--- src/sv/htc_pkg.sv ---
// Package for the HSV threshold centroid block: types, constants and HSV helpers.
`timescale 1ns / 1ps
package htc_pkg;
	localparam int MAX_WIDTH_DEF  = 4096;
	localparam int MAX_HEIGHT_DEF = 4096;

	typedef enum logic [1:0] {
		ST_RUN,
		ST_DIV,
		ST_FLUSH
	} state_t;

	typedef enum logic [2:0] {
		REG_HUE_LOW   = 3'd0,
		REG_HUE_HIGH  = 3'd1,
		REG_SAT_LOW   = 3'd2,
		REG_SAT_HIGH  = 3'd3,
		REG_VAL_LOW   = 3'd4,
		REG_VAL_HIGH  = 3'd5,
		REG_FRAME_W   = 3'd6
	} reg_idx_t;

	typedef struct packed {
		logic [7:0]  hue_low;
		logic [7:0]  hue_high;
		logic [7:0]  sat_low;
		logic [7:0]  sat_high;
		logic [7:0]  val_low;
		logic [7:0]  val_high;
		logic [12:0] frame_width;
	} cfg_t;

	typedef struct packed {
		logic take;
		logic last;
		logic div_start;
		logic div_step;
		logic out_load;
	} cmd_t;

	typedef struct packed {
		logic last_done;
		logic div_done;
	} sts_t;

	function automatic logic [19:0] recip_div(input logic [19:0] num, input logic [19:0] den);
		logic [19:0] q;
		logic [20:0] rem;
		q = '0;
		rem = '0;
		for (int i = 19; i >= 0; i--) begin
			rem = {rem[19:0], num[i]};
			if (rem >= {1'b0, den}) begin
				rem = rem - {1'b0, den};
				q[i] = 1'b1;
			end
		end
		return q;
	endfunction

	function automatic logic [5119:0] sat_tab_build();
		logic [5119:0] t;
		logic [19:0] m;
		t = '0;
		for (int i = 1; i < 256; i++) begin
			m = 20'(i);
			t[i*20 +: 20] = recip_div(20'd1044480 + {1'b0, m[19:1]}, m);
		end
		return t;
	endfunction

	function automatic logic [5119:0] hue_tab_build();
		logic [5119:0] t;
		logic [19:0] m;
		t = '0;
		for (int i = 1; i < 256; i++) begin
			m = 20'(i);
			t[i*20 +: 20] = recip_div(20'd737280 + 20'd3 * m, 20'd6 * m);
		end
		return t;
	endfunction

	localparam logic [5119:0] SAT_TAB = sat_tab_build();
	localparam logic [5119:0] HUE_TAB = hue_tab_build();

	function automatic logic [19:0] sat_recip(input logic [7:0] mx);
		return SAT_TAB[20*mx +: 20];
	endfunction

	function automatic logic [19:0] hue_recip(input logic [7:0] d);
		return HUE_TAB[20*d +: 20];
	endfunction
endpackage

--- src/sv/hsv_threshold_centroid_x_core.sv ---
// Top level of the HSV threshold centroid block.
// Pixels (blue, green, red, frame_end) enter by in_valid/in_stall; one transfer
// per clock while a frame runs. Each pixel goes through a two-stage HSV and
// threshold pipeline into column, count and sum accumulators.
// On the frame-end transfer in_stall rises at once and holds while the pipeline
// drains and a restoring divider forms floor(sum/count), one quotient bit a
// cycle over the sum width (36 bits at the default sizes). out_valid rises
// in the cycle in which in_stall falls, and the next pixel can transfer in that
// same cycle at the soonest.
// The result (ball_column, found) sits in an output register; while out_stall
// holds it, the next frame runs on, and a further frame end waits in the
// divider, with in_stall high, until the register frees.
// Registers are written over the APB port at 4*index; reads return them.
// Reset clears the accumulators, column counter and output valid, and loads
// the register reset values.
`timescale 1ns / 1ps
module hsv_threshold_centroid_x_core #(
	parameter int MAX_WIDTH  = htc_pkg::MAX_WIDTH_DEF,
	parameter int MAX_HEIGHT = htc_pkg::MAX_HEIGHT_DEF
) (
	input  logic        clk,
	input  logic        arst_n,
	input  logic        psel,
	input  logic        penable,
	input  logic        pwrite,
	input  logic [4:0]  paddr,
	input  logic [31:0] pwdata,
	output logic [31:0] prdata,
	output logic        pready,
	input  logic        in_valid,
	output logic        in_stall,
	input  logic [7:0]  blue,
	input  logic [7:0]  green,
	input  logic [7:0]  red,
	input  logic        frame_end,
	output logic        out_valid,
	input  logic        out_stall,
	output logic [11:0] ball_column,
	output logic        found
);
	import htc_pkg::*;
	cfg_t cfg_q;
	cmd_t cmd;
	sts_t sts;
	logic [2:0] ridx;
	assign ridx = paddr[4:2];
	assign pready = 1'b1;

	always_ff @(posedge clk or negedge arst_n) begin
		if (!arst_n) begin
			cfg_q <= '{8'd0, 8'd10, 8'd120, 8'd255, 8'd70, 8'd255, 13'd800};
		end else if (psel && penable && pwrite) begin
			unique case (ridx)
				REG_HUE_LOW:  cfg_q.hue_low <= pwdata[7:0];
				REG_HUE_HIGH: cfg_q.hue_high <= pwdata[7:0];
				REG_SAT_LOW:  cfg_q.sat_low <= pwdata[7:0];
				REG_SAT_HIGH: cfg_q.sat_high <= pwdata[7:0];
				REG_VAL_LOW:  cfg_q.val_low <= pwdata[7:0];
				REG_VAL_HIGH: cfg_q.val_high <= pwdata[7:0];
				REG_FRAME_W:  cfg_q.frame_width <= pwdata[12:0];
				default: ;
			endcase
		end
	end

	always_comb begin
		unique case (ridx)
			REG_HUE_LOW:  prdata = {24'd0, cfg_q.hue_low};
			REG_HUE_HIGH: prdata = {24'd0, cfg_q.hue_high};
			REG_SAT_LOW:  prdata = {24'd0, cfg_q.sat_low};
			REG_SAT_HIGH: prdata = {24'd0, cfg_q.sat_high};
			REG_VAL_LOW:  prdata = {24'd0, cfg_q.val_low};
			REG_VAL_HIGH: prdata = {24'd0, cfg_q.val_high};
			REG_FRAME_W:  prdata = {19'd0, cfg_q.frame_width};
			default:      prdata = 32'd0;
		endcase
	end

	htc_ctrl u_ctrl (
		.clk(clk), .arst_n(arst_n), .in_valid(in_valid), .in_frame_end(frame_end),
		.out_stall(out_stall), .sts(sts), .cmd(cmd), .in_stall(in_stall),
		.out_valid(out_valid)
	);

	htc_datapath #(.MAX_WIDTH(MAX_WIDTH), .MAX_HEIGHT(MAX_HEIGHT)) u_dp (
		.clk(clk), .arst_n(arst_n), .cfg(cfg_q), .cmd(cmd),
		.blue(blue), .green(green), .red(red), .sts(sts),
		.ball_column(ball_column), .found(found)
	);
endmodule

--- src/sv/htc_ctrl.sv ---
// Controller for the HSV threshold centroid block: frame-end division sequence.
`timescale 1ns / 1ps
module htc_ctrl (
	input  logic          clk,
	input  logic          arst_n,
	input  logic          in_valid,
	input  logic          in_frame_end,
	input  logic          out_stall,
	input  htc_pkg::sts_t sts,
	output htc_pkg::cmd_t cmd,
	output logic          in_stall,
	output logic          out_valid
);
	import htc_pkg::*;
	state_t state_q, state_d;
	logic out_valid_q;

	always_comb begin
		state_d = state_q;
		unique case (state_q)
			ST_RUN: if (in_valid && in_frame_end) state_d = ST_FLUSH;
			ST_FLUSH: if (sts.last_done) state_d = ST_DIV;
			ST_DIV: if (sts.div_done && !(out_valid_q && out_stall)) state_d = ST_RUN;
			default: state_d = ST_RUN;
		endcase
	end

	always_comb begin
		cmd = '0;
		in_stall = 1'b1;
		unique case (state_q)
			ST_RUN: begin
				in_stall = 1'b0;
				cmd.take = in_valid;
				cmd.last = in_frame_end;
			end
			ST_FLUSH: begin
				cmd.div_start = sts.last_done;
			end
			ST_DIV: begin
				cmd.div_step = !sts.div_done;
				cmd.out_load = sts.div_done && !(out_valid_q && out_stall);
			end
			default: ;
		endcase
	end

	always_ff @(posedge clk or negedge arst_n) begin
		if (!arst_n) begin
			state_q <= ST_RUN;
			out_valid_q <= 1'b0;
		end else begin
			state_q <= state_d;
			if (cmd.out_load) out_valid_q <= 1'b1;
			else if (!out_stall) out_valid_q <= 1'b0;
		end
	end
	assign out_valid = out_valid_q;

	a_load_free: assert property (@(posedge clk) disable iff (!arst_n)
		cmd.out_load |-> !(out_valid_q && out_stall)) else $error("result overwritten");
	a_no_take_div: assert property (@(posedge clk) disable iff (!arst_n)
		state_q != ST_RUN |-> !cmd.take) else $error("pixel taken outside a frame run");
	a_hold: assert property (@(posedge clk) disable iff (!arst_n)
		out_valid_q && out_stall |=> out_valid_q) else $error("result dropped");
endmodule

--- src/sv/htc_datapath.sv ---
// Datapath for the HSV threshold centroid block: HSV pipeline, accumulators, divider.
`timescale 1ns / 1ps
module htc_datapath #(
	parameter int MAX_WIDTH  = htc_pkg::MAX_WIDTH_DEF,
	parameter int MAX_HEIGHT = htc_pkg::MAX_HEIGHT_DEF
) (
	input  logic          clk,
	input  logic          arst_n,
	input  htc_pkg::cfg_t cfg,
	input  htc_pkg::cmd_t cmd,
	input  logic [7:0]    blue,
	input  logic [7:0]    green,
	input  logic [7:0]    red,
	output htc_pkg::sts_t sts,
	output logic [11:0]   ball_column,
	output logic          found
);
	import htc_pkg::*;
	localparam int CW = $clog2(MAX_WIDTH);
	localparam longint CNT_MAX = longint'(MAX_WIDTH) * longint'(MAX_HEIGHT);
	localparam longint SUM_MAX = CNT_MAX * longint'(MAX_WIDTH - 1);
	localparam int NW = $clog2(CNT_MAX + 1);
	localparam int SW = $clog2(SUM_MAX + 1);
	localparam int DCW = $clog2(SW + 1);

	// stage 1: max, min, reciprocals
	logic        v1_s1, last_s1;
	logic [7:0]  mx_s1, diff_s1, mn;
	logic [19:0] srec_s1, hrec_s1;
	logic signed [11:0] hp_s1;
	logic [7:0]  mx;
	always_comb begin
		mx = red; mn = red;
		if (green > mx) mx = green;
		if (blue > mx) mx = blue;
		if (green < mn) mn = green;
		if (blue < mn) mn = blue;
	end
	logic [7:0] df;
	assign df = mx - mn;
	always_ff @(posedge clk or negedge arst_n) begin
		if (!arst_n) begin
			v1_s1 <= 1'b0;
		end else begin
			v1_s1 <= cmd.take;
		end
	end
	always_ff @(posedge clk) begin
		if (cmd.take) begin
			last_s1 <= cmd.last;
			mx_s1 <= mx;
			diff_s1 <= df;
			srec_s1 <= sat_recip(mx);
			hrec_s1 <= hue_recip(df);
			if (mx == red)
				hp_s1 <= 12'(signed'({4'd0, green}) - signed'({4'd0, blue}));
			else if (mx == green)
				hp_s1 <= 12'(signed'({4'd0, blue}) - signed'({4'd0, red})
					+ signed'({3'd0, df, 1'b0}));
			else
				hp_s1 <= 12'(signed'({4'd0, red}) - signed'({4'd0, green})
					+ signed'({2'd0, df, 2'b0}));
		end
	end

	// stage 2: products and match
	logic        v_s2, last_s2, m_s2;
	logic [19:0] sp;
	logic signed [31:0] hprod;
	logic [7:0]  s_v, h_v;
	logic [12:0] hq;
	always_comb begin
		sp = {12'd0, diff_s1} * srec_s1 + 20'd2048;
		s_v = sp[19:12];
		hprod = 32'(hp_s1) * signed'({12'd0, hrec_s1}) + 32'sd2048 + 32'sd1048576;
		hq = hprod[24:12] - 13'd256;
		h_v = hq[12] ? 8'(hq + 13'd180) : hq[7:0];
	end
	always_ff @(posedge clk or negedge arst_n) begin
		if (!arst_n) v_s2 <= 1'b0;
		else v_s2 <= v1_s1;
	end
	always_ff @(posedge clk) begin
		last_s2 <= last_s1;
		m_s2 <= h_v >= cfg.hue_low && h_v <= cfg.hue_high
			&& s_v >= cfg.sat_low && s_v <= cfg.sat_high
			&& mx_s1 >= cfg.val_low && mx_s1 <= cfg.val_high;
	end

	// accumulators
	logic [CW-1:0] col_q;
	logic [NW-1:0] cnt_q;
	logic [SW-1:0] sum_q;
	logic [SW:0]   sum_n;
	logic [13:0]   wid;
	logic          last_q;
	assign wid = (cfg.frame_width == 13'd0 || 32'(cfg.frame_width) > MAX_WIDTH)
		? 14'(MAX_WIDTH) : {1'b0, cfg.frame_width};
	assign sum_n = {1'b0, sum_q} + (SW + 1)'(col_q);

	// divider
	logic [SW-1:0] quo_q;
	logic [NW:0]   rem_q;
	logic [DCW-1:0] dcnt_q;
	logic [NW:0]   rtry;
	logic          div_done;
	assign rtry = {rem_q[NW-1:0], quo_q[SW-1]};
	assign div_done = (dcnt_q == '0);

	always_ff @(posedge clk or negedge arst_n) begin
		if (!arst_n) begin
			col_q <= '0; cnt_q <= '0; sum_q <= '0; last_q <= 1'b0; dcnt_q <= '0;
		end else begin
			last_q <= v_s2 && last_s2;
			if (v_s2) begin
				if (m_s2) begin
					if (64'(cnt_q) < CNT_MAX) cnt_q <= cnt_q + 1'b1;
					sum_q <= (64'(sum_n) > SUM_MAX) ? SW'(SUM_MAX) : sum_n[SW-1:0];
				end
				if (15'(col_q) + 15'd1 >= 15'(wid)) col_q <= '0;
				else col_q <= col_q + 1'b1;
			end
			if (cmd.div_start) begin
				dcnt_q <= DCW'(SW);
				col_q <= '0;
			end else if (cmd.div_step) dcnt_q <= dcnt_q - 1'b1;
			if (cmd.out_load) begin
				cnt_q <= '0; sum_q <= '0;
			end
		end
	end

	always_ff @(posedge clk) begin
		if (cmd.div_start) begin
			quo_q <= sum_q;
			rem_q <= '0;
		end else if (cmd.div_step) begin
			if (rtry >= {1'b0, cnt_q}) begin
				rem_q <= rtry - {1'b0, cnt_q};
				quo_q <= {quo_q[SW-2:0], 1'b1};
			end else begin
				rem_q <= rtry;
				quo_q <= {quo_q[SW-2:0], 1'b0};
			end
		end
		if (cmd.out_load) begin
			found <= cnt_q != '0;
			if (cnt_q == '0) ball_column <= 12'd0;
			else if (64'(quo_q) > 64'(MAX_WIDTH - 1)) ball_column <= 12'(MAX_WIDTH - 1);
			else ball_column <= 12'(quo_q);
		end
	end

	assign sts = {last_q, div_done};

	a_col_range: assert property (@(posedge clk) disable iff (!arst_n)
		15'(col_q) < 15'(wid)) else $error("column out of range");
	a_cnt_sat: assert property (@(posedge clk) disable iff (!arst_n)
		64'(cnt_q) <= CNT_MAX) else $error("count beyond saturation");
	a_sum_sat: assert property (@(posedge clk) disable iff (!arst_n)
		64'(sum_q) <= SUM_MAX) else $error("sum beyond saturation");
endmodule

--- config.mk ---
export PLATFORM = sky130hd
export DESIGN_NAME = hsv_threshold_centroid_x_core
export DESIGN_NICKNAME = d
export VERILOG_FILES = /design/src/sv/htc_pkg.sv /design/src/sv/hsv_threshold_centroid_x_core.sv /design/src/sv/htc_ctrl.sv /design/src/sv/htc_datapath.sv
export SDC_FILE = /design/constraint.sdc
export NUM_CORES = 2
export LEC_CHECK = 0
export CAP_MARGIN = 10
export CELL_PAD_IN_SITES_DETAIL_PLACEMENT = 1
export CELL_PAD_IN_SITES_GLOBAL_PLACEMENT = 1
export CORE_MARGIN = 2
export CORE_UTILIZATION = 35
export DETAILED_ROUTE_END_ITERATION = 12
export DONT_BUFFER_PORTS = 1
export GPL_TIMING_DRIVEN = 0
export PLACE_DENSITY_LB_ADDON = 0.1
export SYNTH_ARGS = -nofsm -noshare
export SYNTH_HDL_FRONTEND = slang
export SYNTH_SLANG_ARGS = --single-unit
--- constraint.sdc ---
create_clock -name clk -period 7.7 [get_ports clk]
set_input_delay 1.54 -clock clk [delete_from_list [all_inputs] [get_ports clk]]
set_output_delay 1.54 -clock clk [all_outputs]
set_load 0.05 [all_outputs]
==> flow_summary_export.csv <==
group,metric,value,unit
outcome,status,"finished, violations left",
outcome,violations,"negative setup slack",
setup_path,startpoint,"u_dp.hp_s1[2]$_DFFE_PP_",
logic_synthesis,synthCells,4325,
logic_synthesis,yosysMostFrequentCell,"nand2_1",
setup_path,r2r_cells,32,
drt,drc,0,
drt,viasPerCell,5.86,
worst_hold_path,min-delay-start,"u_dp.last_s1$_SDFFCE_PP0P_",
logic_synthesis,yosysTopAreaCell,"fa_1",
logic_synthesis,syn_avg_cell_area,8.25,um^2
placed_design,dp_slack,-2.88,ns
sta,max_freq,128,MHz
finish,final_area,41200,um^2
setup_path,crit_slowest_cell,"fa_1",
logic_synthesis,yosys_most_used_dff,"dfrtp_1",
worst_hold_path,hold_path.class,"reg -> reg",
worst_hold_path,min_to,"u_dp.last_s2$_DFF_P_",
floorplanning,num_rows,117,
cts,clock-sinks,288,
setup_path,cp.required,8.17,ns
sta,drv_slew,0,
sta,grt_setup_unrepaired,"true",
drt,routed_wl,160000,um
global_routing,grt_pass1_wl,238000,um
cts,clk-insertion-delay-late,0.58,ns
logic_synthesis,netlist_top_cells_area,"fa_1 (13%), ha_1 (11%), edfxtp_1 (9.7%)",
setup_path,crit_fanout,5,
logic_synthesis,synth_seq_cells,288,
finish,final_nets,5117,
logic_synthesis,async_reset_ff_share,50.7,%
cts,cts.root.buffer_cell,"clkbuf_16",
cts,postCtsHoldBufs,0,
cts,cts_tree,"yes",
drt,wl_per_cell,27.2,um
logic_synthesis,yosysTopAreaCellShare,13.2,%
worst_hold_path,hold_depth,0,
setup_path,reg2reg_from,"u_dp.hp_s1[2]$_DFFE_PP_",
placed_design,gp_congestion,1.04,
floorplanning,die_w,323,um
logic_synthesis,synth_top_cells_by_count,"nand2_1 (562), inv_1 (396), ha_1 (316), nor2_1 (281)",
global_routing,grt.total_usage,30.3,%
global_routing,antenna_found_initial,3,
logic_synthesis,synth_edf_count,115,
cts,cts.clk_slew.worst_paths,0.06,ns
sta,tns,-0.223,ns
floorplanning,start_util,35.2,%
logic_synthesis,syn_area,35700,um^2
global_routing,overflow,0,
floorplanning,fp.coreArea,101000,um^2
setup_path,worstPathArrival,8.28,ns
sta,slew_headroom,13.6,%
setup_path,critPathMostFrequentCell,"fa_1",
sta,worst_slew_pin_slew,1.29,ns
placed_design,hpwl,119000,um
drt,drtPass1Iterations,6,
global_routing,grt_max_degree,147,
setup_path,r2r_end,"u_dp.m_s2$_DFF_P_",
sta,post-route-min-period,7.82,ns
logic_synthesis,yosysSeqAreaShare,21.5,%
finish,drive_above_1_share,12.8,%
logic_synthesis,yosysWarnings,0,
placed_design,io_buffers,0,
sta,fin_crit_sh,102,%
global_routing,grt_pass1_vias,35800,
sta,post-route-worst-setup-slack,-0.118,ns
cts,clock_path_buffers,3,
setup_path,path_class,"reg -> reg",
floorplanning,ios,117,
setup_path,ff2ff_setup_slack,-0.12,ns
setup_path,slowest_delay,0.59,ns
finish,layout-area-overhead-vs-synth,15.6,%
sta,finClkSkew,0.0363,ns
drt,drtIter0Drc,3013,
logic_synthesis,yosys.cell_types.count,104,
cts,numCtsBuffers,36,
placed_design,place_area,37900,um^2
setup_path,cp-end-kind,"register",
drt,antenna_left,0,
floorplanning,die_h,323,um
setup_path,cp-start-kind,"register",
cts,htreeDepth,2,
floorplanning,dieArea,105000,um^2
job,drv_cap,0,
sta,setup_viol,3,
drt,vias,34600,
sta,final-hold-violation-count,0,
[logic make-up (layout without fill, tap and decap cells)]
kind of cell / count (synthesis) / count (layout) / synth area share, %
AND/OR/NAND/NOR: 1454 / 1454 / 19.2
AO/OA/AOI/OAI: 1063 / 1063 / 19.4
buffers and inverters: 683 / 865 / 7.64
adder cells (fa/ha/maj): 552 / 552 / 24.3
flip-flops: 288 / 288 / 21.5
XOR/XNOR: 175 / 175 / 4.32
multiplexers: 108 / 108 / 3.57
other: 2 / 21 / 0.0210
[cells in the final DEF (no fill, tap or decap), types with 20 or more instances in the layout]
| cell type | n |
|---|---|
| a21o_1 | 59 |
| a311oi_1 | 21 |
| nor4_1 | 29 |
| nand2b_1 | 56 |
| a211oi_1 | 52 |
| dfstp_2 | 28 |
| nor2b_1 | 39 |
| a31oi_1 | 39 |
| xnor2_1 | 119 |
| o311ai_0 | 21 |
| o22ai_1 | 27 |
| clkbuf_1 | 112 |
| inv_1 | 379 |
| nand3_1 | 101 |
| buf_4 | 145 |
| and2_1 | 162 |
| and3_1 | 36 |
| nor2_1 | 275 |
| clkbuf_16 | 41 |
| o21ai_0 | 255 |
| o211ai_1 | 34 |
| clkbuf_2 | 35 |
| edfxtp_1 | 115 |
| ha_1 | 298 |
| mux2_2 | 44 |
| fa_1 | 233 |
| nor3_1 | 81 |
| dfrtp_1 | 118 |
| mux2i_1 | 47 |
| a21oi_1 | 251 |
| dfxtp_1 | 27 |
| xor2_1 | 45 |
| nand2_1 | 561 |
| o21a_1 | 30 |
| o221ai_1 | 22 |
| conb_1 | 20 |
| buf_2 | 36 |
| nand4_1 | 38 |
[sequential cells by signal, indices dropped and copies added (netlist names), 2 cells and up]
register / cells
u_dp.col_q: 12
u_dp.cnt_q: 25
u_dp.hrec_s1: 17
u_dp.rem_q: 25
u_dp.ball_column: 12
u_dp.quo_q: 36
u_dp.mx_s1: 8
u_dp.diff_s1: 8
u_ctrl.state_q: 2
u_dp.sum_q: 36
u_dp.hp_s1: 12
u_dp.srec_s1: 20
u_dp.dcnt_q: 6
cfg_q: 61
[critical path: cells and delay by family (launching register included)]
family | cells | cell delay, ns
fa+ha+maj | 8 | 3.54
compound gates | 8 | 1.13
simple gates | 7 | 1.13
mux | 2 | 0.62
buf+inv | 5 | 0.52
flops | 1 | 0.44
xor+xnor | 2 | 0.34
[layout make-up]
| type | instances | area, um^2 |
|---|---|---|
| Inverter | 403 | 1560 |
| Buffer | 270 | 1730 |
| Timing Repair Buffer | 126 | 1050 |
| Fill cell | 12100 | 60200 |
| Multi-Input combinational cell | 3372 | 26200 |
| Antenna cell | 1 | 2.50 |
| Sequential cell | 288 | 7680 |
| Clock buffer | 50 | 1030 |
| Tap cell | 1368 | 1710 |
| Clock inverter | 16 | 225 |
[metrics by stage]
stage	cells	hold slack, ns	utilization (%)
final	5894	0.343	40.6
after global placement	5711	0.324	37.3
after detailed placement	5714	0.331	37.3
after CTS	5860	0.346	40.0
after global routing	5893	0.359	40.6
after floorplan	4343	0.323	-
[layer usage]
metal | wire [um] | GRT usage [%] | vias up
li1 | - | - | 15300
met1 | 68600 | 39.7 | 17300
met2 | 70000 | 47.2 | 1416
met3 | 11600 | 5.79 | 495
met4 | 9810 | 16.2 | 4
met5 | 23 | 0 | -
[worst max-delay path by stage]
stage | endpoint | cells after the start
after global routing | u_dp.m_s2$_DFF_P_ | 31
after global placement | u_dp.hrec_s1[6]$_DFFE_PP_ | 31
after floorplan | u_dp.hp_s1[11]$_DFFE_PP_ | 37
final | u_dp.m_s2$_DFF_P_ | 32
after CTS | u_dp.m_s2$_DFF_P_ | 30
after detailed placement | u_dp.hrec_s1[6]$_DFFE_PP_ | 31
[timing repair]
action                                  CTS  global route
endpoints found under the setup margin   48            26
gates cloned                              0             1
resized for setup                       214           126
pin swaps                                45            53
setup buffers                            88            35
Power is left out: the tool's default activity adds up to more than one toggle a clock period on the data nets, which glitch-free logic cannot reach.
